`src/rtl/core/srpg_pkg.sv`:
```
// ----------------------------------------------------------------------------
// srpg_pkg
// Shared types and constants of the stepper ramp pulse generator.
// ----------------------------------------------------------------------------
package srpg_pkg;

    localparam int COUNT_BITS_DEF = 32;
    localparam int CFG_W          = 32;
    localparam int IV_W           = 32;
    localparam int RAMP_W         = 31;
    localparam int REST_W         = 33;
    localparam int DIV_W          = 34;
    localparam int OP_W           = DIV_W + 1;
    localparam int DIV_CNT_W      = $clog2(DIV_W + 1);

    localparam logic [IV_W-1:0] FIRST_PULSE_RST  = 32'd30230;
    localparam logic [IV_W-1:0] CRUISE_PULSE_RST = 32'd5000;

    typedef enum logic [1:0] {
        CMD_START = 2'd0,
        CMD_STEP  = 2'd1,
        CMD_BRAKE = 2'd2,
        CMD_STOP  = 2'd3
    } cmd_t;

    typedef enum logic [1:0] {
        MS_STOPPED = 2'd0,
        MS_ACCEL   = 2'd1,
        MS_CRUISE  = 2'd2,
        MS_DECEL   = 2'd3
    } motion_t;

    typedef enum logic [1:0] {
        CFG_LINEAR_MODE  = 2'd0,
        CFG_RAMP_STEPS   = 2'd1,
        CFG_FIRST_PULSE  = 2'd2,
        CFG_CRUISE_PULSE = 2'd3
    } cfg_idx_t;

    typedef struct packed {
        logic capture_in;
        logic do_start;
        logic do_step;
        logic do_brake;
        logic do_stop;
        logic div_start;
        logic div_stretch;
        logic stretch_apply;
        logic snap_cruise;
        logic upd_interval;
        logic upd_carry;
        logic load_out;
    } dp_ctrl_t;

    typedef struct packed {
        cmd_t    cmd;
        logic    linear;
        logic    rem_zero;
        motion_t motion;
        logic    accel_more;
        logic    div_done;
    } dp_stat_t;

endpackage

```
`src/rtl/core/srpg_div.sv`:
```
// ----------------------------------------------------------------------------
// srpg_div
// Bit-serial signed divider, truncating quotient, remainder takes the
// dividend's sign; one quotient bit per cycle.
// ----------------------------------------------------------------------------
module srpg_div
    import srpg_pkg::*;
(
    input  logic                   clk,
    input  logic                   rst_n,
    input  logic                   start,
    input  logic signed [OP_W-1:0] dividend,
    input  logic signed [OP_W-1:0] divisor,
    output logic                   done,
    output logic signed [OP_W-1:0] quotient,
    output logic signed [OP_W-1:0] remainder
);

    logic                 busy_reg;
    logic                 done_reg;
    logic [DIV_CNT_W-1:0] cnt_reg;
    logic [DIV_W:0]       rem_reg;
    logic [DIV_W-1:0]     quo_reg;
    logic [DIV_W-1:0]     den_reg;
    logic                 qneg_reg;
    logic                 rneg_reg;

    logic [OP_W-1:0]  num_abs;
    logic [OP_W-1:0]  den_abs;
    logic [DIV_W:0]   shifted;
    logic [DIV_W+1:0] trial;
    logic [OP_W-1:0]  quo_u;
    logic [OP_W-1:0]  rem_u;

    assign num_abs = dividend[OP_W-1] ? (~dividend + OP_W'(1)) : dividend;
    assign den_abs = divisor[OP_W-1] ? (~divisor + OP_W'(1)) : divisor;
    assign shifted = {rem_reg[DIV_W-1:0], quo_reg[DIV_W-1]};
    assign trial   = {1'b0, shifted} - {2'b00, den_reg};

    always_ff @(posedge clk or negedge rst_n)
    begin
        if (!rst_n)
        begin
            busy_reg <= 1'b0;
            done_reg <= 1'b0;
            cnt_reg  <= '0;
        end
        else
        begin
            done_reg <= 1'b0;
            if (start)
            begin
                busy_reg <= 1'b1;
                cnt_reg  <= DIV_CNT_W'(DIV_W);
            end
            else if (busy_reg)
            begin
                cnt_reg <= cnt_reg - DIV_CNT_W'(1);
                if (cnt_reg == DIV_CNT_W'(1))
                begin
                    busy_reg <= 1'b0;
                    done_reg <= 1'b1;
                end
            end
        end
    end

    always_ff @(posedge clk)
    begin
        if (start)
        begin
            rem_reg  <= '0;
            quo_reg  <= num_abs[DIV_W-1:0];
            den_reg  <= den_abs[DIV_W-1:0];
            qneg_reg <= dividend[OP_W-1] ^ divisor[OP_W-1];
            rneg_reg <= dividend[OP_W-1];
        end
        else if (busy_reg)
        begin
            if (!trial[DIV_W+1])
            begin
                rem_reg <= trial[DIV_W:0];
                quo_reg <= {quo_reg[DIV_W-2:0], 1'b1};
            end
            else
            begin
                rem_reg <= shifted;
                quo_reg <= {quo_reg[DIV_W-2:0], 1'b0};
            end
        end
    end

    assign quo_u     = {1'b0, quo_reg};
    assign rem_u     = {1'b0, rem_reg[DIV_W-1:0]};
    assign quotient  = qneg_reg ? (~quo_u + OP_W'(1)) : quo_u;
    assign remainder = rneg_reg ? (~rem_u + OP_W'(1)) : rem_u;
    assign done      = done_reg;

endmodule

```
`src/rtl/core/srpg_ctrl.sv`:
```
// ----------------------------------------------------------------------------
// srpg_ctrl
// Sequencer: takes one transaction, steps the datapath through the command
// and the divider passes, then hands the result to the output register.
// ----------------------------------------------------------------------------
module srpg_ctrl
    import srpg_pkg::*;
(
    input  logic     clk,
    input  logic     rst_n,
    input  logic     item_valid,
    output logic     item_ready,
    output logic     result_valid,
    input  logic     result_ready,
    input  dp_stat_t stat,
    output dp_ctrl_t ctrl
);

    typedef enum logic [8:0] {
        S_IDLE         = 9'b000000001,
        S_DECODE       = 9'b000000010,
        S_STRETCH_GO   = 9'b000000100,
        S_STRETCH_WAIT = 9'b000001000,
        S_CLASSIFY     = 9'b000010000,
        S_RAMP_Q_WAIT  = 9'b000100000,
        S_RAMP_R_GO    = 9'b001000000,
        S_RAMP_R_WAIT  = 9'b010000000,
        S_DONE         = 9'b100000000
    } state_t;

    state_t state_reg;
    state_t state_next;
    logic   result_valid_reg;
    logic   result_valid_next;
    logic   out_free;

    assign out_free = !result_valid_reg || result_ready;

    always_comb
    begin
        state_next        = state_reg;
        result_valid_next = result_valid_reg;
        ctrl              = '0;
        item_ready        = 1'b0;

        if (result_valid_reg && result_ready)
        begin
            result_valid_next = 1'b0;
        end

        unique case (state_reg)
            S_IDLE:
            begin
                item_ready = 1'b1;
                if (item_valid)
                begin
                    ctrl.capture_in = 1'b1;
                    state_next      = S_DECODE;
                end
            end
            S_DECODE:
            begin
                unique case (stat.cmd)
                    CMD_START:
                    begin
                        ctrl.do_start = 1'b1;
                        state_next    = stat.linear ? S_DONE : S_STRETCH_GO;
                    end
                    CMD_STEP:
                    begin
                        if (stat.rem_zero)
                        begin
                            state_next = S_DONE;
                        end
                        else
                        begin
                            ctrl.do_step = 1'b1;
                            state_next   = S_CLASSIFY;
                        end
                    end
                    CMD_BRAKE:
                    begin
                        ctrl.do_brake = 1'b1;
                        state_next    = S_DONE;
                    end
                    CMD_STOP:
                    begin
                        ctrl.do_stop = 1'b1;
                        state_next   = S_DONE;
                    end
                    default:
                    begin
                        state_next = S_DONE;
                    end
                endcase
            end
            S_STRETCH_GO:
            begin
                if (stat.rem_zero)
                begin
                    state_next = S_DONE;
                end
                else
                begin
                    ctrl.div_start   = 1'b1;
                    ctrl.div_stretch = 1'b1;
                    state_next       = S_STRETCH_WAIT;
                end
            end
            S_STRETCH_WAIT:
            begin
                if (stat.div_done)
                begin
                    ctrl.stretch_apply = 1'b1;
                    state_next         = S_DONE;
                end
            end
            S_CLASSIFY:
            begin
                state_next = S_DONE;
                if (stat.linear)
                begin
                    if (stat.motion == MS_DECEL)
                    begin
                        ctrl.div_start = 1'b1;
                        state_next     = S_RAMP_Q_WAIT;
                    end
                    else if (stat.motion == MS_ACCEL)
                    begin
                        if (stat.accel_more)
                        begin
                            ctrl.div_start = 1'b1;
                            state_next     = S_RAMP_Q_WAIT;
                        end
                        else
                        begin
                            ctrl.snap_cruise = 1'b1;
                        end
                    end
                end
            end
            S_RAMP_Q_WAIT:
            begin
                if (stat.div_done)
                begin
                    ctrl.upd_interval = 1'b1;
                    state_next        = S_RAMP_R_GO;
                end
            end
            S_RAMP_R_GO:
            begin
                ctrl.div_start = 1'b1;
                state_next     = S_RAMP_R_WAIT;
            end
            S_RAMP_R_WAIT:
            begin
                if (stat.div_done)
                begin
                    ctrl.upd_carry = 1'b1;
                    state_next     = S_DONE;
                end
            end
            S_DONE:
            begin
                if (out_free)
                begin
                    ctrl.load_out     = 1'b1;
                    result_valid_next = 1'b1;
                    state_next        = S_IDLE;
                end
            end
            default:
            begin
                state_next = S_IDLE;
            end
        endcase
    end

    always_ff @(posedge clk or negedge rst_n)
    begin
        if (!rst_n)
        begin
            state_reg        <= S_IDLE;
            result_valid_reg <= 1'b0;
        end
        else
        begin
            state_reg        <= state_next;
            result_valid_reg <= result_valid_next;
        end
    end

    assign result_valid = result_valid_reg;

endmodule

```
`src/rtl/core/srpg_datapath.sv`:
```
// ----------------------------------------------------------------------------
// srpg_datapath
// Configuration and move state, ramp recurrence arithmetic, shared divider
// and the result register.
// ----------------------------------------------------------------------------
module srpg_datapath
    import srpg_pkg::*;
#(
    parameter int COUNT_BITS = COUNT_BITS_DEF
)
(
    input  logic              clk,
    input  logic              rst_n,
    input  logic              cfg_we,
    input  logic [1:0]        cfg_index,
    input  logic [CFG_W-1:0]  cfg_data,
    input  logic [1:0]        command,
    input  logic [31:0]       move_steps,
    input  logic [31:0]       move_time_us,
    input  dp_ctrl_t          ctrl,
    output dp_stat_t          stat,
    output logic              step_issued,
    output logic [IV_W-1:0]   pulse_us,
    output logic              direction,
    output logic [1:0]        motion_state,
    output logic [31:0]       steps_left
);

    localparam int SW = ((COUNT_BITS > 32) ? COUNT_BITS : 32) + 1;
    localparam int RW = (COUNT_BITS > OP_W) ? COUNT_BITS : OP_W;
    localparam int LW = (COUNT_BITS > 32) ? COUNT_BITS : 32;
    localparam logic [SW-1:0] COUNT_MAX_W = {{(SW-COUNT_BITS){1'b0}}, {COUNT_BITS{1'b1}}};

    // configuration
    logic              linear_reg;
    logic [RAMP_W-1:0] ramp_reg;
    logic [IV_W-1:0]   first_reg;
    logic [IV_W-1:0]   cruise_cfg_reg;

    // captured transaction
    cmd_t        cmd_reg;
    logic [31:0] steps_reg;
    logic [31:0] time_reg;

    // move state
    logic [COUNT_BITS-1:0] remaining_reg;
    logic [COUNT_BITS-1:0] taken_reg;
    logic [COUNT_BITS-1:0] accel_end_reg;
    logic [COUNT_BITS-1:0] brake_start_reg;
    logic [IV_W-1:0]       interval_reg;
    logic [IV_W-1:0]       cruise_iv_reg;
    logic [REST_W-1:0]     carry_reg;
    logic                  dir_reg;

    // per-transaction result
    logic                  res_issued_reg;
    logic [IV_W-1:0]       res_pulse_reg;
    logic [COUNT_BITS-1:0] stop_left_reg;

    // result register
    logic              out_issued_reg;
    logic [IV_W-1:0]   out_pulse_reg;
    logic              out_dir_reg;
    logic [1:0]        out_motion_reg;
    logic [31:0]       out_left_reg;

    logic [31:0]           mag;
    logic [SW-1:0]         mag_w;
    logic [SW-1:0]         ramp_w;
    logic [COUNT_BITS-1:0] mag_sat;
    logic [COUNT_BITS-1:0] ramp_sat;
    logic [COUNT_BITS:0]   ramp_sum;
    logic                  short_move;
    logic [COUNT_BITS-1:0] half_move;

    motion_t motion;
    logic    rem_zero;

    logic [RW-1:0]          rem_r;
    logic [RW-1:0]          taken_r;
    logic [OP_W-1:0]        rem_op;
    logic [OP_W-1:0]        taken_op;
    logic signed [OP_W-1:0] ramp_num;
    logic signed [OP_W-1:0] ramp_den;
    logic signed [OP_W-1:0] div_num;
    logic signed [OP_W-1:0] div_den;
    logic                   div_done;
    logic signed [OP_W-1:0] div_quo;
    logic signed [OP_W-1:0] div_rem;

    logic signed [OP_W:0]  iv_diff;
    logic [IV_W-1:0]       iv_sat;
    logic [2:0]            rem_top;
    logic [REST_W-1:0]     carry_sat;
    logic [DIV_W-1:0]      q_mag;
    logic [DIV_W-1:0]      c_w;
    logic                  stretch;
    logic [COUNT_BITS-1:0] left_src;
    logic [LW-1:0]         left_w;

    // start decode
    assign mag        = steps_reg[31] ? (~steps_reg + 32'd1) : steps_reg;
    assign mag_w      = SW'(mag);
    assign ramp_w     = SW'(ramp_reg);
    assign mag_sat    = (mag_w > COUNT_MAX_W) ? {COUNT_BITS{1'b1}} : mag_w[COUNT_BITS-1:0];
    assign ramp_sat   = (ramp_w > COUNT_MAX_W) ? {COUNT_BITS{1'b1}} : ramp_w[COUNT_BITS-1:0];
    assign ramp_sum   = {1'b0, ramp_sat} + {1'b0, ramp_sat};
    assign short_move = {1'b0, mag_sat} < ramp_sum;
    assign half_move  = mag_sat >> 1;

    // motion classification
    assign rem_zero = (remaining_reg == '0);

    always_comb
    begin
        priority if (rem_zero)
        begin
            motion = MS_STOPPED;
        end
        else if (remaining_reg <= brake_start_reg)
        begin
            motion = MS_DECEL;
        end
        else if (taken_reg <= accel_end_reg)
        begin
            motion = MS_ACCEL;
        end
        else
        begin
            motion = MS_CRUISE;
        end
    end

    // divider operands
    assign rem_r    = RW'(remaining_reg);
    assign taken_r  = RW'(taken_reg);
    assign rem_op   = rem_r[OP_W-1:0];
    assign taken_op = taken_r[OP_W-1:0];
    assign ramp_num = $signed({2'b00, interval_reg, 1'b0})
                    + $signed({{(OP_W-REST_W){carry_reg[REST_W-1]}}, carry_reg});
    assign ramp_den = (motion == MS_DECEL)
                    ? $signed(OP_W'(1) - {rem_op[OP_W-3:0], 2'b00})
                    : $signed({taken_op[OP_W-3:0], 2'b00} + OP_W'(1));
    assign div_num  = ctrl.div_stretch ? $signed({{(OP_W-32){1'b0}}, time_reg}) : ramp_num;
    assign div_den  = ctrl.div_stretch ? $signed(rem_op) : ramp_den;

    srpg_div u_div
    (
        .clk       (clk),
        .rst_n     (rst_n),
        .start     (ctrl.div_start),
        .dividend  (div_num),
        .divisor   (div_den),
        .done      (div_done),
        .quotient  (div_quo),
        .remainder (div_rem)
    );

    // recurrence results
    assign iv_diff = $signed({{(OP_W+1-IV_W){1'b0}}, interval_reg})
                   - $signed({div_quo[OP_W-1], div_quo});

    always_comb
    begin
        priority if (iv_diff[OP_W])
        begin
            iv_sat = '0;
        end
        else if (|iv_diff[OP_W-1:IV_W])
        begin
            iv_sat = '1;
        end
        else
        begin
            iv_sat = iv_diff[IV_W-1:0];
        end
    end

    assign rem_top = div_rem[OP_W-1:REST_W-1];

    always_comb
    begin
        priority if ((&rem_top) || !(|rem_top))
        begin
            carry_sat = div_rem[REST_W-1:0];
        end
        else if (rem_top[2])
        begin
            carry_sat = {1'b1, {(REST_W-1){1'b0}}};
        end
        else
        begin
            carry_sat = {1'b0, {(REST_W-1){1'b1}}};
        end
    end

    // constant speed duration stretch
    assign q_mag   = div_quo[DIV_W-1:0];
    assign c_w     = DIV_W'(interval_reg);
    assign stretch = (q_mag > c_w) || ((q_mag == c_w) && (div_rem != '0));

    // configuration writes
    always_ff @(posedge clk or negedge rst_n)
    begin
        if (!rst_n)
        begin
            linear_reg     <= 1'b0;
            ramp_reg       <= '0;
            first_reg      <= FIRST_PULSE_RST;
            cruise_cfg_reg <= CRUISE_PULSE_RST;
        end
        else if (cfg_we)
        begin
            unique case (cfg_idx_t'(cfg_index))
                CFG_LINEAR_MODE:  linear_reg     <= cfg_data[0];
                CFG_RAMP_STEPS:   ramp_reg       <= cfg_data[RAMP_W-1:0];
                CFG_FIRST_PULSE:  first_reg      <= cfg_data[IV_W-1:0];
                CFG_CRUISE_PULSE: cruise_cfg_reg <= cfg_data[IV_W-1:0];
                default:          linear_reg     <= linear_reg;
            endcase
        end
    end

    // transaction capture
    always_ff @(posedge clk)
    begin
        if (ctrl.capture_in)
        begin
            cmd_reg   <= cmd_t'(command);
            steps_reg <= move_steps;
            time_reg  <= move_time_us;
        end
    end

    // move state
    always_ff @(posedge clk or negedge rst_n)
    begin
        if (!rst_n)
        begin
            remaining_reg   <= '0;
            taken_reg       <= '0;
            accel_end_reg   <= '0;
            brake_start_reg <= '0;
            interval_reg    <= '0;
            cruise_iv_reg   <= '0;
            carry_reg       <= '0;
            dir_reg         <= 1'b0;
        end
        else
        begin
            if (ctrl.do_start)
            begin
                dir_reg       <= !steps_reg[31];
                remaining_reg <= mag_sat;
                taken_reg     <= '0;
                carry_reg     <= '0;
                cruise_iv_reg <= cruise_cfg_reg;
                if (linear_reg)
                begin
                    interval_reg <= first_reg;
                    if (short_move)
                    begin
                        accel_end_reg   <= half_move;
                        brake_start_reg <= mag_sat - half_move;
                    end
                    else
                    begin
                        accel_end_reg   <= ramp_sat;
                        brake_start_reg <= ramp_sat;
                    end
                end
                else
                begin
                    interval_reg    <= cruise_cfg_reg;
                    accel_end_reg   <= '0;
                    brake_start_reg <= '0;
                end
            end
            if (ctrl.do_step)
            begin
                remaining_reg <= remaining_reg - COUNT_BITS'(1);
                if (taken_reg != {COUNT_BITS{1'b1}})
                begin
                    taken_reg <= taken_reg + COUNT_BITS'(1);
                end
            end
            if (ctrl.do_brake)
            begin
                if (motion == MS_CRUISE)
                begin
                    remaining_reg <= brake_start_reg;
                end
                else if (motion == MS_ACCEL)
                begin
                    remaining_reg <= taken_reg;
                end
            end
            if (ctrl.do_stop)
            begin
                remaining_reg <= '0;
            end
            if (ctrl.stretch_apply && stretch)
            begin
                interval_reg <= div_quo[IV_W-1:0];
            end
            if (ctrl.snap_cruise)
            begin
                interval_reg <= cruise_iv_reg;
            end
            if (ctrl.upd_interval)
            begin
                interval_reg <= iv_sat;
            end
            if (ctrl.upd_carry)
            begin
                carry_reg <= carry_sat;
            end
        end
    end

    // per-transaction result
    always_ff @(posedge clk)
    begin
        if (ctrl.capture_in)
        begin
            res_issued_reg <= 1'b0;
            res_pulse_reg  <= '0;
        end
        if (ctrl.do_step)
        begin
            res_issued_reg <= 1'b1;
            res_pulse_reg  <= interval_reg;
        end
        if (ctrl.do_stop)
        begin
            stop_left_reg <= remaining_reg;
        end
    end

    assign left_src = (cmd_reg == CMD_STOP) ? stop_left_reg : remaining_reg;
    assign left_w   = LW'(left_src);

    always_ff @(posedge clk)
    begin
        if (ctrl.load_out)
        begin
            out_issued_reg <= res_issued_reg;
            out_pulse_reg  <= res_pulse_reg;
            out_dir_reg    <= dir_reg;
            out_motion_reg <= 2'(motion);
            out_left_reg   <= left_w[31:0];
        end
    end

    assign stat.cmd        = cmd_reg;
    assign stat.linear     = linear_reg;
    assign stat.rem_zero   = rem_zero;
    assign stat.motion     = motion;
    assign stat.accel_more = taken_reg < accel_end_reg;
    assign stat.div_done   = div_done;

    assign step_issued  = out_issued_reg;
    assign pulse_us     = out_pulse_reg;
    assign direction    = out_dir_reg;
    assign motion_state = out_motion_reg;
    assign steps_left   = out_left_reg;

endmodule

```
`src/rtl/core/stepper_ramp_pulse_generator.sv`:
```
// ----------------------------------------------------------------------------
// stepper_ramp_pulse_generator
// Trapezoidal stepper pulse-interval generator, top level.
// ----------------------------------------------------------------------------
// usage
//   item channel (item_valid/item_ready) takes one command transaction:
//   start, step, brake or stop, with move_steps and move_time_us for start.
//   result channel (result_valid/result_ready) returns exactly one result
//   per transaction, in order.
//   cfg_we/cfg_index/cfg_data write one of the four setup registers, chosen by cfg_index;
//   write them only while no transaction is in flight.
// transaction flow
//   one transaction at a time. brake, stop, a step without a ramp update
//   and a linear start use no divider pass. a constant-speed start with a
//   nonzero count makes one pass of the bit-serial divider (34 quotient
//   bits) for the duration stretch; a ramp step makes two passes, for the
//   quotient and remainder of the ramp recurrence.
// reset
//   rst_n clears the move state and loads register defaults (first pulse
//   30230 us, cruise pulse 5000 us, constant mode, ramp length 0).
// stall
//   the result register holds a finished result while result_ready is low;
//   the next transaction is taken and worked on meanwhile, and waits only
//   at its own end until the register frees up.
// ----------------------------------------------------------------------------
module stepper_ramp_pulse_generator
    import srpg_pkg::*;
#(
    parameter int COUNT_BITS = COUNT_BITS_DEF
)
(
    input  logic             clk,
    input  logic             rst_n,
    input  logic             cfg_we,
    input  logic [1:0]       cfg_index,
    input  logic [CFG_W-1:0] cfg_data,
    input  logic             item_valid,
    output logic             item_ready,
    input  logic [1:0]       command,
    input  logic [31:0]      move_steps,
    input  logic [31:0]      move_time_us,
    output logic             result_valid,
    input  logic             result_ready,
    output logic             step_issued,
    output logic [IV_W-1:0]  pulse_us,
    output logic             direction,
    output logic [1:0]       motion_state,
    output logic [31:0]      steps_left
);

    dp_ctrl_t ctrl;
    dp_stat_t stat;

    srpg_ctrl u_ctrl
    (
        .clk          (clk),
        .rst_n        (rst_n),
        .item_valid   (item_valid),
        .item_ready   (item_ready),
        .result_valid (result_valid),
        .result_ready (result_ready),
        .stat         (stat),
        .ctrl         (ctrl)
    );

    srpg_datapath #(
        .COUNT_BITS (COUNT_BITS)
    ) u_datapath
    (
        .clk          (clk),
        .rst_n        (rst_n),
        .cfg_we       (cfg_we),
        .cfg_index    (cfg_index),
        .cfg_data     (cfg_data),
        .command      (command),
        .move_steps   (move_steps),
        .move_time_us (move_time_us),
        .ctrl         (ctrl),
        .stat         (stat),
        .step_issued  (step_issued),
        .pulse_us     (pulse_us),
        .direction    (direction),
        .motion_state (motion_state),
        .steps_left   (steps_left)
    );

endmodule

```
`config.mk`:
```
export PLATFORM = sky130hd
export DESIGN_NAME = stepper_ramp_pulse_generator
export DESIGN_NICKNAME = d
export VERILOG_FILES = /design/src/rtl/core/srpg_pkg.sv /design/src/rtl/core/srpg_div.sv /design/src/rtl/core/srpg_ctrl.sv /design/src/rtl/core/srpg_datapath.sv /design/src/rtl/core/stepper_ramp_pulse_generator.sv
export SDC_FILE = /design/constraint.sdc
export NUM_CORES = 2
export LEC_CHECK = 0
export BUFFER_PORTS_ARGS = -buffer_cell sky130_fd_sc_hd__buf_2
export CORE_UTILIZATION = 30
export DETAILED_ROUTE_END_ITERATION = 12
export PLACE_DENSITY = 0.57
export SLEW_MARGIN = 20
export SYNTH_ARGS = -nofsm -noshare
export SYNTH_HDL_FRONTEND = slang
export SYNTH_SLANG_ARGS = --single-unit
```
`constraint.sdc`:
```
create_clock -name clk -period 7.4 [get_ports clk]
set_input_delay 1.11 -clock clk [delete_from_list [all_inputs] [get_ports clk]]
set_output_delay 1.11 -clock clk [all_outputs]
set_load 0.01 [all_outputs]
```
# After elaboration in Yosys (flattened, before gate mapping)
# Index checks and enable logic that the tools add are counted.
dict set report totals {
  in_bits 105
  register_bits 643
  word_cells 208
}
dict set report classes {
  n_bitwise 6
  n_lt_le_gt_ge 7
  n_mux 95
  reduce_logical 27
  addsub 15
  n_eq_ne 25
}
# operator n
set ops {}
lappend ops {{two-way mux 32 bit} 26}
lappend ops {{two-way mux 35 bit} 5}
lappend ops {{two-way mux 34 bit} 5}
lappend ops {{two-way mux 33 bit} 4}
lappend ops {{two-way mux 9 bit} 11}
lappend ops {{case mux 9 bit (8 select lines)} 1}
lappend ops {{adder 35 x 1 -> 35 bit (second input constant)} 2}
lappend ops {{inverter 34 -> 35 bit} 2}
lappend ops {{adder 34 x 2 -> 34 bit (second input constant)} 2}
lappend ops {{inverter 34 bit} 2}
lappend ops {{adder 32 x 1 -> 32 bit (second input constant)} 2}
lappend ops {{less-or-equal comparator 32 bit} 2}
lappend ops {{subtractor 33 x 35 -> 36 bit} 1}
lappend ops {{subtractor 35 x 34 -> 36 bit} 1}
lappend ops {{adder 34 x 1 -> 35 bit (second input constant)} 1}
lappend ops {{adder 34 x 33 -> 35 bit} 1}
lappend ops {{nonzero test 35 bit} 1}
lappend ops {{subtractor 1 x 34 -> 35 bit (first input constant)} 1}
lappend ops {{equality test 34 x 32 -> 1 bit} 1}
lappend ops {{> comparator 34 x 32 -> 1 bit} 1}
lappend ops {{two-way mux 1 bit} 34}
lappend ops {{adder 32 x 32 -> 33 bit} 1}
lappend ops {{< comparator 32 x 33 -> 1 bit} 1}
lappend ops {{> comparator 31 x 32 -> 1 bit (second input constant)} 1}
lappend ops {{other kinds (39)} 66}

# Logic depth before layout (Yosys ltp)
dict set report depth {
  ltp_word 11
  mapped_depth 24
  mapped_depth_nobuf 21
}

# Cells and area by module
# From an unflattened synthesis, not the netlist that was laid out.
dict set report unflattened {
  cells_unflattened 4444
  hier_area_um2 42249.3
}
# module seq_area_each_um2 instances cells_per_inst area_per_inst_um2
set modules_own_cells {}
lappend modules_own_cells {srpg_datapath 14014.7 1 3244 32187.1}
lappend modules_own_cells {srpg_div 2982.9 1 1103 9248.9}
lappend modules_own_cells {srpg_ctrl 251.5 1 97 813.3}

# Least setup slack after synthesis
# No wires, ideal clock.
dict set report synth_path {
  path_type {register to register}
  start {register u_datapath.steps_reg[12]}
  end {register u_datapath.brake_start_reg[30]}
  path_stages_with_launch 22
  slack_ns 1.614
  synth_period_minus_slack_ns 5.786
  n_path_buf 2
  t_arrival_ns 5.704
  path_cell_list {edfxtp_1 > or4_1 > or3_1 > or4_1 > or2_1 > or4_1 > or2_1 > or4_1 > o21ai_0 > xnor2_1 > ha_1 > a21o_1 > a21oi_1 > nor2b_1 > o21ai_0 > nand2b_1 > a21o_1 > nor2_1 > clkbuf_1 > buf_1 > a31oi_1 > o22ai_1}
}
dict set report synth_via {
  elab_chain_cells 8
  elab_cells_between_ends 9
  classes_between {add/sub (2); order compare (2); mux (4); bitwise (1)}
}
# item line
set synth_lines {}
lappend synth_lines {{from (decl)} srpg_datapath.sv:42} ;# logic [31:0] steps_reg;
lappend synth_lines {{from (signal assigned)} srpg_datapath.sv:230} ;# steps_reg <= move_steps;
lappend synth_lines {{inverter 32 bit} srpg_datapath.sv:102} ;# assign mag = steps_reg[31] ? (~steps_reg + 32'd1) : steps_reg;
lappend synth_lines {{adder 32 x 1 -> 32 bit} srpg_datapath.sv:102}
lappend synth_lines {{two-way mux 32 bit (*)} srpg_datapath.sv:102}
lappend synth_lines {{> comparator 32 bit} srpg_datapath.sv:105} ;# assign mag_sat = (mag_w > COUNT_MAX_W) ? {COUNT_BITS{1'b1}} : mag_w[COUNT_BITS-1:0];
lappend synth_lines {{two-way mux 32 bit (*)} srpg_datapath.sv:105}
lappend synth_lines {{subtractor 32 x 31 -> 32 bit or < comparator 32 x 33 -> 1 bit (tied branches)} {srpg_datapath.sv:264, srpg_datapath.sv:108}}
lappend synth_lines {{two-way mux 32 bit (*)} srpg_datapath.sv:261} ;# if (short_move)
lappend synth_lines {{two-way mux 32 bit (*)} srpg_datapath.sv:258} ;# if (linear_reg)
lappend synth_lines {{to (signal assigned)} srpg_datapath.sv:264} ;# brake_start_reg <= mag_sat - half_move;
lappend synth_lines {{to (signal assigned)} srpg_datapath.sv:269} ;# brake_start_reg <= ramp_sat;
lappend synth_lines {{to (decl)} srpg_datapath.sv:49} ;# logic [COUNT_BITS-1:0] brake_start_reg;
# Mark *: on every way between the ends. The rest lies on a longest branch, timed or not.
# A chain may end at the register's enable or synchronous reset.

# Worst setup path in the final report
dict set report layout_path {
  start {register u_datapath.u_div.quo_reg[8]}
  end {register u_datapath.interval_reg[5]}
}
dict set report layout_via {
  elab_chain_cells 10
  elab_cells_between_ends 16
  classes_between {add/sub (2); order compare (1); eq/ne (1); mux (6); bitwise (1); reduce/logical (5)}
}
# item line
set layout_lines {}
lappend layout_lines {{from (decl)} srpg_div.sv:23} ;# logic [DIV_W-1:0] quo_reg;
lappend layout_lines {{from (signal assigned)} srpg_div.sv:73} ;# quo_reg <= num_abs[DIV_W-1:0];
lappend layout_lines {{from (signal assigned)} srpg_div.sv:83} ;# quo_reg <= {quo_reg[DIV_W-2:0], 1'b1};
lappend layout_lines {{from (signal assigned)} srpg_div.sv:88} ;# quo_reg <= {quo_reg[DIV_W-2:0], 1'b0};
lappend layout_lines {{inverter 34 -> 35 bit} srpg_div.sv:95} ;# assign quotient = qneg_reg ? (~quo_u + OP_W'(1)) : quo_u;
lappend layout_lines {{adder 35 x 1 -> 35 bit} srpg_div.sv:95}
lappend layout_lines {{two-way mux 35 bit (*)} srpg_div.sv:95}
lappend layout_lines {{branches (longest 7 deep; another with subtractor 33 x 35 -> 36 bit)} n/a}
lappend layout_lines {{to (signal assigned)} srpg_datapath.sv:304} ;# interval_reg <= div_quo[IV_W-1:0];
lappend layout_lines {{to (signal assigned)} srpg_datapath.sv:308} ;# interval_reg <= cruise_iv_reg;
lappend layout_lines {{to (signal assigned)} srpg_datapath.sv:312} ;# interval_reg <= iv_sat;
lappend layout_lines {{to (decl)} srpg_datapath.sv:50} ;# logic [IV_W-1:0] interval_reg;
# Every way passes the cells marked *.

==> impl_metrics.ini <==
[power_and_ir_drop]
powerDensity_nw_per_um2 = 423
p_leak_nw = 20.3
peakVddDrop_mv = 0.223

[global_route]
top_usage_layer = met2
gr-total-overflow = 0
met1_usage_pct = 28.5
grt.total_usage_pct = 20.6
use_met3_pct = 2.91
antenna_found_initial = 1
grt_pass1_vias = 34300
grt_pass1_wl_um = 223000
grt_max_degree = 118
met2_usage_pct = 32.2

[die]
io_pins = 175
dieWidth_um = 379
initial_utilization_pct = 30.2
rows = 138
die_y_um = 379
core_region_area_um2 = 141000
die_area_um2 = 144000

[drt]
drt_pass1_iterations = 6
final_antenna_net_count = 0
wl_per_cell_um = 22.4
drc_errors = 0
drt-initial-drc-count = 3241
via_per_inst = 5.42
wirelength_um = 151000
vias = 36400

[synthesis]
synth_area_leader_cell = dfrtp_1
synth_seq_cells = 642
yosysSeqAreaShare_pct = 40.4
syn-cell-area_um2 = 42700
synth_edf_count = 268
yosys.area_share.adder_pct = 7.96
ys_async_sr_fraction_pct = 52.8
ys.flop_type = dfrtp_1
netlist_instances = 4676
synth_top_family_by_area = compound AO/OA/AOI/OAI gates
synthMuxAreaShare_pct = 5.93
syn_avg_cell_area_um2 = 9.13
synth_nets = 5050
synth_top_area_share_pct = 19.1
synthXorXnorAreaFrac_pct = 5.79
synth.area.top_cells = dfrtp_1 (19%), edfxtp_1 (19%), ha_1 (7.8%)
yosysWarnings = 0
ys_types = 97
synth_compound_area_share_pct = 19.6
synthSimpleGateAreaFrac_pct = 15.3

[sta]
holdWs_ns = 0.396
max-slew-margin-rel_pct = 21.4
hold_viol = 0
period_needed_ns = 6.58
fmaxAchievable_ghz = 0.152
min_period_over_period_pct = 88.9
drv_slew = 0
fin_skew_ns = 0.0384
setup_viol = 0
worstMarginPinSlew_ns = 1.18
tns_ns = 0
rsz0062_at_grt = false

[finish]
diodes = 0
drive_gt1_share_pct = 12.7
nets = 5131
areaGrowthSynthToFinish_pct = 13.3
mostFrequentLayoutCell = nand2_1
mostFrequentLayoutCells = nand2_1 (493), nor2_1 (352), a21oi_1 (328)

[setup_path]
crit_path_cell_trace = or4_1, or3_1, or3_1, or4_1, o41ai_1, xnor2_1, ha_1, nand4_1, nor2_1, or4b_2, a2111oi_0, nand4_1, nor3_1, and3_1, a2bb2oi_1, o21ai_4, nand3_4, a21oi_1, o311ai_0
cp_data_arrival_time_ns = 7.09
critPathMaxStageDelay_ns = 0.60
critical_path_required_ns = 7.91
worstSetupEndpointType = flop
critPathKind = flop to flop
slowest_stage = or4_1
crit_fanout = 31
startpoint_type = flop

[clock_network]
cts_tree = done
clk_pin_slew_ns = 0.06
htree_levels = 3
clockBufferDepth = 3
clock-sinks = 642
hold_buffers = 0
cts_setup_buffers = 0
postCtsResizedCells = 0
cts-root-buf = clkbuf_16
worstSkewPairLatency_ns = 0.71
cts_buffers = 78

[run]
maxCapViolations = 0

[place]
hpwl_um = 114000
globalplace.congestion = 0.950
port_buffers = 174

[worst_hold_path]
worstHoldPathType = input port to asynchronous set/reset pin

[outcome]
status = finished, final reports clean
==> where the power goes <==
part	switching [mW]	leakage, nW	internal [mW]
registers	1.22	7.03	4.82
logic	6.32	12.0	4.05
clock network	1.68	1.29	2.35
==> Yosys cell counts (all sizes together), types with 29 or more instances <==
master	n
xnor2	166
ha	265
o31ai	56
inv	307
a211oi	53
mux2	165
nand2b	50
xor2	116
o21a	41
nor2	356
edfxtp	268
nor4	43
mux2i	67
o22ai	82
nand3	89
a21o	103
a31oi	32
a22o	36
clkbuf	198
buf	52
o211ai	70
dfxtp	35
a21oi	329
or3	41
nor3	75
o21ai	323
dfrtp	325
nand2	496
and3	29
nand4	61
==> cell type report <==
class / count / area, um^2
tap: 1890 / 2360
inverter: 309 / 1160
fill: 14600 / 93100
clock buffer: 102 / 2180
clock inverter: 44 / 507
timing repair buffer: 251 / 1480
multi-input combinational: 3475 / 23400
sequential: 642 / 17300
==> metal layers <==
layer / up-vias / routed length [um]
met1: 17700 / 68100
met3: 212 / 9530
li1: 17100 / -
met4: 2 / 5570
met5: - / 8
met2: 1312 / 67400
==> worst max-delay path, delay by kind of cell (launching register included) <==
family,cells,cell delay (ns)
fa+ha+maj,1,0.43
xor+xnor,1,0.17
simple gates,11,3.88
flops,1,0.45
compound gates,6,1.44
==> logic make-up after synthesis <==
family | after synthesis
flip-flops | 642
buffers and inverters | 559
AO/OA/AOI/OAI | 1313
AND/OR/NAND/NOR | 1379
XOR/XNOR | 282
adder cells (fa/ha/maj) | 269
multiplexers | 232
==> worst paths after layout <==
kind / slack, ns / to / from / cells after the start
setup / recovery: 0.82 / u_datapath.interval_reg[5]$_DFFE_PN0P_ / u_datapath.u_div.quo_reg[8]$_DFFE_PP_ / 19
hold / removal: 0.40 / u_datapath.u_div.cnt_reg[4]$_DFFE_PN0P_ / rst_n / 1
setup reg to reg: 0.82 / u_datapath.interval_reg[5]$_DFFE_PN0P_ / u_datapath.u_div.quo_reg[8]$_DFFE_PP_ / 19
hold reg to reg: 0.42 / u_datapath.pulse_us[21]$_DFFE_PP_ / u_datapath.res_pulse_reg[21]$_SDFFCE_PN0P_ / 0
max in group asynchronous: 5.38 / u_datapath.accel_end_reg[10]$_DFFE_PN0P_ / rst_n / 2
min in group clk: 0.42 / u_datapath.pulse_us[21]$_DFFE_PP_ / u_datapath.res_pulse_reg[21]$_SDFFCE_PN0P_ / 0
==> per-stage QoR <==
step	cells	utilization [%]	power, mW	setup WS [ns]	cell area [um^2]
2_1_floorplan	4676	-	13.1	1.61	42700
3_3_place_gp	6567	32.3	16.2	1.02	45600
3_5_place_dp	6567	32.3	16.3	0.888	45600
4_1_cts	6713	34.2	20.4	0.839	48300
5_1_grt	6713	34.2	21.8	0.343	48300
6_report	6713	34.2	20.4	0.822	48300
No activity file was read; power rests on OpenSTA's default activity.
